**config.mk**
```make
export PLATFORM = sky130hd
export DESIGN_NAME = lbs_norm
export DESIGN_NICKNAME = d
export VERILOG_FILES = /design/src/lbs_pkg.sv /design/src/lbs_norm.sv
export SDC_FILE = /design/constraint.sdc
export NUM_CORES = 2
export LEC_CHECK = 0
export BUFFER_PORTS_ARGS = -buffer_cell sky130_fd_sc_hd__buf_2
export CORE_ASPECT_RATIO = 2
export CORE_MARGIN = 2
export CORE_UTILIZATION = 65
export CTS_CLUSTER_SIZE = 20
export DETAILED_ROUTE_END_ITERATION = 7
export PLACE_DENSITY = 0.92
export SYNTH_ARGS = -nofsm -noshare
export SYNTH_HDL_FRONTEND = slang
export SYNTH_SLANG_ARGS = --single-unit
```
**constraint.sdc**
```tcl
create_clock -name clk -period 16.9 [get_ports clk]
set_input_delay 3.38 -clock clk [delete_from_list [all_inputs] [get_ports clk]]
set_output_delay 3.38 -clock clk [all_outputs]
set_load 0.01 [all_outputs]
```
**src/lbs_pkg.sv**
```systemverilog
// Shared types, constants and the saturation helper for the skinning block.
// No dependencies.
`default_nettype none
package lbs_pkg;

	localparam int WORDS_PER_BONE = 12;
	localparam int MAX_SLOTS = 4;
	localparam int SLOT_BITS = 8;
	localparam int WEIGHT_BITS = 16;
	localparam int UNUSED_BIT = 7;

	localparam logic OP_LOAD = 1'b0;
	localparam logic OP_SKIN = 1'b1;

	typedef logic signed [31:0] word_t;
	typedef logic signed [15:0] nrm_t;
	typedef logic signed [49:0] nsum_t;
	typedef logic signed [66:0] wide_t;

	typedef struct packed {
		logic clip;
		word_t val;
	} sat_t;

	typedef struct packed {
		logic zero;
		nrm_t nx;
		nrm_t ny;
		nrm_t nz;
	} norm_res_t;

	localparam wide_t SAT_MAX = 67'sh0_7FFF_FFFF;
	localparam wide_t SAT_MIN = -67'sh0_8000_0000;

	function automatic sat_t sat32(input wide_t v);
		sat_t r;
		if (v > SAT_MAX) begin
			r.clip = 1'b1;
			r.val = 32'sh7FFF_FFFF;
		end else if (v < SAT_MIN) begin
			r.clip = 1'b1;
			r.val = 32'sh8000_0000;
		end else begin
			r.clip = 1'b0;
			r.val = v[31:0];
		end
		return r;
	endfunction

endpackage
`default_nettype wire

```
**src/lbs_norm.sv**
```systemverilog
// Normal scaling unit: range shift, sum of squares, bit-serial square root and
// restoring division per component. Depends on lbs_pkg.
`default_nettype none
module lbs_norm import lbs_pkg::*; (
	input  logic clk,
	input  logic arst_n,
	input  logic start,
	input  nsum_t [2:0] nsum,
	output logic done,
	output norm_res_t res
);
	localparam logic [2:0] N_IDLE  = 3'd0;
	localparam logic [2:0] N_SHIFT = 3'd1;
	localparam logic [2:0] N_SQ    = 3'd2;
	localparam logic [2:0] N_SQRT  = 3'd3;
	localparam logic [2:0] N_DIV   = 3'd4;

	logic [2:0] state_q;
	logic [49:0] mag_q [3];
	logic [2:0] neg_q;
	logic [1:0] k_q;
	logic [61:0] len2_q;
	logic [63:0] x_q, res_q, bit_q;
	logic [4:0] dstep_q;
	logic [31:0] rem_q;
	logic [15:0] low_q, quo_q;
	nrm_t nout_q [3];
	logic zero_q;

	logic big, tiny;
	logic zin;
	logic [30:0] root;
	logic [29:0] m30;
	logic [59:0] sq;
	logic [63:0] trial;
	logic [44:0] num;
	logic [31:0] dtrial;
	logic [15:0] qclamp;

	always_comb begin
		big = 1'b0;
		tiny = 1'b1;
		for (int r = 0; r < 3; r++) begin
			big = big | (|mag_q[r][49:30]);
			tiny = tiny & ~(|mag_q[r][49:29]);
		end
		zin = (nsum[0] == '0 && nsum[1] == '0 && nsum[2] == '0);
		root = res_q[30:0];
		m30 = mag_q[k_q][29:0];
		sq = {30'b0, m30} * {30'b0, m30};
		trial = res_q + bit_q;
		num = {1'b0, m30, 14'b0} + {15'b0, root[30:1]};
		dtrial = {rem_q[30:0], low_q[15]};
		qclamp = quo_q[15] ? 16'h7FFF : quo_q;
	end

	always_ff @(posedge clk or negedge arst_n) begin
		if (!arst_n) begin
			state_q <= N_IDLE;
			done <= 1'b0;
		end else begin
			done <= ((state_q == N_IDLE) && start && zin)
				|| ((state_q == N_DIV) && (dstep_q == 5'd17) && (k_q == 2'd2));
			case (state_q)
				N_IDLE: begin
					if (start && !zin) begin
						state_q <= N_SHIFT;
					end
				end
				N_SHIFT: begin
					if (!big && !tiny) begin
						state_q <= N_SQ;
					end
				end
				N_SQ: begin
					if (k_q == 2'd2) begin
						state_q <= N_SQRT;
					end
				end
				N_SQRT: begin
					if (bit_q[0]) begin
						state_q <= N_DIV;
					end
				end
				N_DIV: begin
					if (dstep_q == 5'd17 && k_q == 2'd2) begin
						state_q <= N_IDLE;
					end
				end
				default: state_q <= N_IDLE;
			endcase
		end
	end

	always_ff @(posedge clk) begin
		case (state_q)
			N_IDLE: begin
				if (start) begin
					for (int r = 0; r < 3; r++) begin
						neg_q[r] <= nsum[r][49];
						mag_q[r] <= nsum[r][49] ? 50'(-nsum[r]) : 50'(nsum[r]);
						nout_q[r] <= '0;
					end
					zero_q <= zin;
					k_q <= '0;
					len2_q <= '0;
				end
			end
			N_SHIFT: begin
				for (int r = 0; r < 3; r++) begin
					if (big) begin
						mag_q[r] <= mag_q[r] >> 1;
					end else if (tiny) begin
						mag_q[r] <= mag_q[r] << 1;
					end
				end
			end
			N_SQ: begin
				len2_q <= len2_q + 62'(sq);
				if (k_q == 2'd2) begin
					k_q <= '0;
					x_q <= {2'b0, len2_q + 62'(sq)};
					res_q <= '0;
					bit_q <= 64'h4000_0000_0000_0000;
				end else begin
					k_q <= k_q + 2'd1;
				end
			end
			N_SQRT: begin
				if (x_q >= trial) begin
					x_q <= x_q - trial;
					res_q <= (res_q >> 1) + bit_q;
				end else begin
					res_q <= res_q >> 1;
				end
				bit_q <= bit_q >> 2;
				dstep_q <= '0;
			end
			N_DIV: begin
				if (dstep_q == 5'd0) begin
					rem_q <= {3'b0, num[44:16]};
					low_q <= num[15:0];
					quo_q <= '0;
					dstep_q <= dstep_q + 5'd1;
				end else if (dstep_q == 5'd17) begin
					nout_q[k_q] <= neg_q[k_q] ? -nrm_t'(qclamp) : nrm_t'(qclamp);
					dstep_q <= '0;
					k_q <= k_q + 2'd1;
				end else begin
					if (dtrial >= {1'b0, root}) begin
						rem_q <= dtrial - {1'b0, root};
						quo_q <= {quo_q[14:0], 1'b1};
					end else begin
						rem_q <= dtrial;
						quo_q <= {quo_q[14:0], 1'b0};
					end
					low_q <= low_q << 1;
					dstep_q <= dstep_q + 5'd1;
				end
			end
			default: ;
		endcase
	end

	assign res = '{zero: zero_q, nx: nout_q[0], ny: nout_q[1], nz: nout_q[2]};
endmodule
`default_nettype wire

```
Word level (Yosys, flattened, before mapping)
Memories as Yosys holds them, arrays and structs flattened. A register that Yosys moved wholly into a read port is not among the register bits. Cells that the tools add are included.

Memories: 2. Bits in writable memories: 198. Input port bits: 153. Word-level logic and storage cells: 159. Output and inout bits: 50. Register bits: 332.

Bitwise operators: 13. $lt $le $gt $ge: 3. Reduce and logical (&&, ||, !) cells: 36. $add $sub $neg: 12. Equality and inequality tests: 16. Multiply operators: 1. Muxes and demuxes: 62.

Memory list: mag_q (words 3, bits a word 50, rd ports 4, clocked after Yosys merged registers in 1, write ports 3, RTL line lbs_norm.sv:19) `logic [49:0] mag_q [3];`; nout_q (words 3, bits a word 16, rd ports 3, clocked after Yosys merged registers in 0, write ports 3, RTL line lbs_norm.sv:27) `nrm_t nout_q [3];`.

Operator list (count): 50-bit two-way mux (9); 64-bit one-hot mux with 2 select lines (3); 64-bit two-way mux (5); 50-bit logical NOT (3); 50-bit negator (3); 62-bit one-hot mux with 2 select lines (1); 16-bit two-way mux (5); 63-bit by 64-bit adder with 64-bit output (1); 64-bit adder (1); 64-bit greater-or-equal comparator (1); 64-bit subtractor (1); 21-bit OR reduction (3); 62-bit by 60-bit adder with 62-bit output (1); 31-bit two-way mux (2); 62-bit two-way mux (1); 30-bit by 30-bit multiplier with 60-bit output (1); 20-bit OR reduction (3); 44-bit by 30-bit adder with 45-bit output (1); 32-bit by 31-bit greater-or-equal comparator with 1-bit output (1); 31-bit subtractor (1); 29-bit two-way mux (1); 1-bit two-way mux (17); 15-bit negator with 16-bit output (1); 16-bit OR reduction (1); 32 further kinds (76).

Logic depth before layout (Yosys ltp)
An unclocked memory read counts as a cell.

Word-level depth: 10. Mapped depth: 36. Mapped depth without buffers: 30.

Worst setup path before layout
OpenSTA, ideal clock, no wires.

Kind: register -> register. From: register k_q[0]. To: register x_q[0] (enable). Period minus slack after synthesis: 13.398 ns. Library setup time: 0.583 ns. Path buffers: 0. Setup slack: 3.502 ns. Data required time: 16.317 ns. Stages on the path, launching flop included: 6. Arrival: 12.815 ns. Cells stage by stage: edfxtp_1 -> inv_1 -> ha_1 -> nor2_1 -> nor3b_1 -> a21boi_0.

Word-level cells in the longest chain between the ends: 3.

Ends and longest elaborated chain: from (decl) (RTL line lbs_norm.sv:21) `logic [1:0] k_q;`; from (signal assigned) (RTL line lbs_norm.sv:126) `k_q <= k_q + 2'd1;`; from (signal assigned) (RTL line lbs_norm.sv:148) `k_q <= k_q + 2'd1;`; 2-bit == test (RTL line lbs_norm.sv:120) `if (k_q == 2'd2) begin`; 2-bit != test (no source line); 3-bit AND reduction (no source line); to (signal assigned) (RTL line lbs_norm.sv:122) `x_q <= {2'b0, len2_q + 62'(sq)};`; to (signal assigned) (RTL line lbs_norm.sv:131) `x_q <= x_q - trial;`; to (decl) (RTL line lbs_norm.sv:23) `logic [63:0] x_q, res_q, bit_q;`.

Every way passes these cells. A chain may end at the register's enable or synchronous reset.

==> results by stage <==
STA:
- The final hold violation count came to 0.
- The final worst clock skew is 0.0386 ns.
- In the final timing run, aggregate negative setup slack is 0 ns.
- The slew at the pin closest to its max-slew limit is 1.29 ns.
- The number of max-slew violations in the final report was 0.
- The highest clock frequency the design can meet is 86.0 MHz.
- The worst slew margin relative to its limit is 0.120.
- The count of endpoints failing setup in the final report is 0.
- The shortest clock period the worst path allows after layout is 11.62 ns.
- In the finished design, the share of the clock period the worst path needs comes to 0.688.
- Setup repair after global routing left no endpoint under its margin.
- Hold timing on the final database bottoms out at a slack of 0.527 ns.

Worst setup path:
- Measured in cells, the most critical reg-to-reg path has a length of 26.
- Across all register-to-register paths, the minimum setup slack is 5.28 ns.
- The most numerous cell type found on the critical path is fa_1.
- The critical path contains buffers and inverters numbering 5 combined.
- The master of the slowest instance on the critical path is clkinv_1.
- For the worst setup path, the data required time is 17.29 ns.
- Counting buffers and inverters, the worst setup path is 26 cells deep.
- Grouping stages by cell kind, the critical path spends the most delay in adder cells.
- The worst setup path is launched from a flop.
- The critical path in this run is classified as flop to flop.
- The largest stage delay on the critical path is 1.11 ns.
- The maximum fanout along the worst path is 30.
- The worst setup path is captured at a flop.
- The arrival time reported for the critical path endpoint is 12.01 ns.

Routing:
- After detailed routing, the total wire length is 194 mm.
- Dividing the detail-routed via count by the number of cells gives 6.47.
- The remaining antenna violation count is 0.
- The DRC violation total after the first TritonRoute iteration is 6282.
- The detailed-router iteration count before antenna repair is 8.
- The average wire per cell in the routed design is 23.5 um.
- Detailed routing inserted a total of 53400 vias.
- The remaining design rule violation count is 0.

Clock tree:
- The post-cts gate resize count is 0.
- The count of clock tree sinks is 500.
- The source-to-sink clock delay at the later pin of the worst-skew pair is 0.69 ns.
- The TritonCTS clock tree is yes.
- The clock input transition at the sequential cells of the worst setup and hold paths is 0.07 ns.
- The maximum number of buffers from clock root to sink is 3.
- The root buffer cell chosen for the clock tree is clkbuf_16.
- The H-tree was split into 2 levels.
- The number of clock buffers added by TritonCTS is 49.
- For this design, the CTS-stage hold fixing added 0 buffers.
- The post-CTS setup-driven buffer insertion count is 0.

Die:
- The core region is 0.0959 mm2.
- Measured along the x axis, the die boundary spans 224 um.
- In this run the vertical extent of the chip is 443 um.
- The die covers 0.0990 mm2.
- In this run the core area contains 161 standard-cell rows.
- 203 I/O pins were placed.
- The initial utilization of the core area, before any placement, comes to 0.653.

Placement:
- The number of placed instances with taps included is 8158.
- Once detailed placement completed, the half-perimeter wirelength came to 146 mm.
- During placement, the flow inserted port buffers numbering 202.
- The placed instances occupy a cell area of 0.0647 mm2.
- The congestion estimate from routability-driven global placement came to 1.02.

Finish:
- The register area is 0.0150 mm2.
- In the final layout, the share of cells above drive strength 1 is 0.0602.
- Leaving out fill and tap cells, the most frequent cells in the layout are inv_1 (1054), fa_1 (754), nand2_1 (743).
- The area growth from synthesis to layout is 5.84%.
- The layout filler cell count is 6986.
- After routing the design area is 0.0663 mm2.
- The leading cell type in the layout, fill and taps excluded is inv_1.
- The number of non-filler instances in the completed layout is 8258.
- The number of nets in the layout is 8334.
- The footprint of the multi-input gates is 0.0427 mm2.

Global route:
- The aggregate global routing overflow is 0.
- The maximum number of pins on one net before global-route repair is 102.
- The combined global-route utilization of all metal layers is 0.393.
- The first-pass GRT wire length is 299 mm.
- The number of antenna violations at the first check in global routing is 7.
- The number of global-route vias before repair is 54200.

Flow run:
- Max-cap violations in this run came to 0.

Yosys:
- In the synthesized netlist the dominant register cell turns out to be edfxtp_1.
- Summing every instance area after synthesis gives 0.0627 mm2.
- The post-synth net total is 8310.
- The warning count from the yosys run is 0.
- Measured against the total synthesized area, the mux share comes to 0.00965.
- After synthesis, the largest family of logic cells by area is adder cells.
- Of the total synthesized cell area, the portion taken by AND, OR, NAND and NOR gates is 0.143.
- The compound-cell area share of the yosys netlist came to 0.136.
- The cell count after synthesis is 6963.
- After synthesis the netlist holds a flip-flop and latch count of 500.
- The area share of xor/xnor cells in the synthesized design is 0.0616.
- After synthesis, the share of flip-flops with an asynchronous set or reset is 0.00800.
- Each instance of the synthesized netlist takes up on average 9.00 um2.
- After synthesis, the netlist uses 82 different library cells.
- The adder-cell share of the synthesized area is 0.329.
- The count of flip-flops with a built-in enable after synthesis is 493.
- The sequential fraction of the synthesis area is 0.239.

Min path:
- The worst hold path class is flop to flop.
- Along the worst hold path, the cell count comes to 2.

Run status:
- The flow ran to the end, and the final reports show no timing, DRC or antenna violations.
cell usage after synthesis, drive strengths merged, types with 28 or more instances:
master	count	area, um2
xnor2	191	1670
and2	71	444
o21bai	49	368
a211oi	57	428
clkbuf	260	977
fa	754	15100
nor4	36	255
a21o	103	773
nor3	75	375
a21oi	348	1740
a22oi	28	210
nor2	669	2510
or3	49	312
nand4	71	444
nor2b	56	350
o21ai	452	2260
nand3	89	445
inv	1057	3970
xor2	250	2190
nand2	746	2800
o31ai	61	472
o21a	48	360
ha	440	5510
buf	32	126
edfxtp	493	14800
and3	33	206
mux2i	57	571
a31oi	90	563
nand2b	40	258
worst min-delay path, stage by stage, from the launching register on:
cell	delay, ns
edfxtp_1	0.32
nand2_1	0.04
o21ai_0	0.06
per-stage QoR:
stage / utilization / setup slack, ns
4_1_cts: 0.691 / 5.74
3_3_place_gp: 0.674 / 6.15
3_5_place_dp: 0.674 / 5.78
6_report: 0.692 / 5.28
2_1_floorplan: - / 3.50
5_1_grt: 0.691 / 5.26
final cells by class:
class / count / share of cell area
diodes: 9 / 0.000340
clock buffers: 59 / 0.0192
clock inverters: 32 / 0.00513
inverters: 1070 / 0.0606
multi-input cells: 5101 / 0.644
flip-flops and latches: 500 / 0.226
well taps: 1222 / 0.0231
repair buffers: 265 / 0.0224
logic make-up after synthesis:
logic type,Yosys count
flops,500
simple gates,2011
xor+xnor,441
fa+ha+maj,1194
buf+inv,1362
mux,60
compound gates,1395
worst paths after layout:
path | start | endpoint
max in group asynchronous | arst_n | state_q[2]
setup / recovery | flop | x_q[57]
hold reg to reg | low_q[14] | low_q[15]
setup reg to reg | flop | x_q[57]
min in group asynchronous | arst_n | done
hold / removal | low_q[14] | low_q[15]
layer usage:
| metal | share of wire | vias to the layer above | GRT usage | routed length, um |
|---|---|---|---|---|
| met3 | 0.11 | 1210 | 0.0958 | 21700 |
| li1 | - | 23200 | - | - |
| met5 | 0.00012 | - | 0 | 23 |
| met2 | 0.45 | 3637 | 0.611 | 88100 |
| met4 | 0.10 | 4 | 0.323 | 19700 |
| met1 | 0.33 | 25400 | 0.460 | 64200 |
state kept, by name (all words and copies together) (netlist names), named ones only:
| name | cells |
|---|---|
| state_q | 3 |
| zero_q | 1 |
| nout_q | 48 |
| bit_q | 32 |
| len2_q | 62 |
| quo_q | 16 |
| rem_q | 31 |
| mag_q | 150 |
| neg_q | 3 |
| low_q | 16 |
| x_q | 64 |
| done | 1 |
| k_q | 2 |
| dstep_q | 5 |
| res_q | 64 |
Power is not shown: default switching activity piles up to over one toggle a cycle in this logic, so the estimate is an artifact.
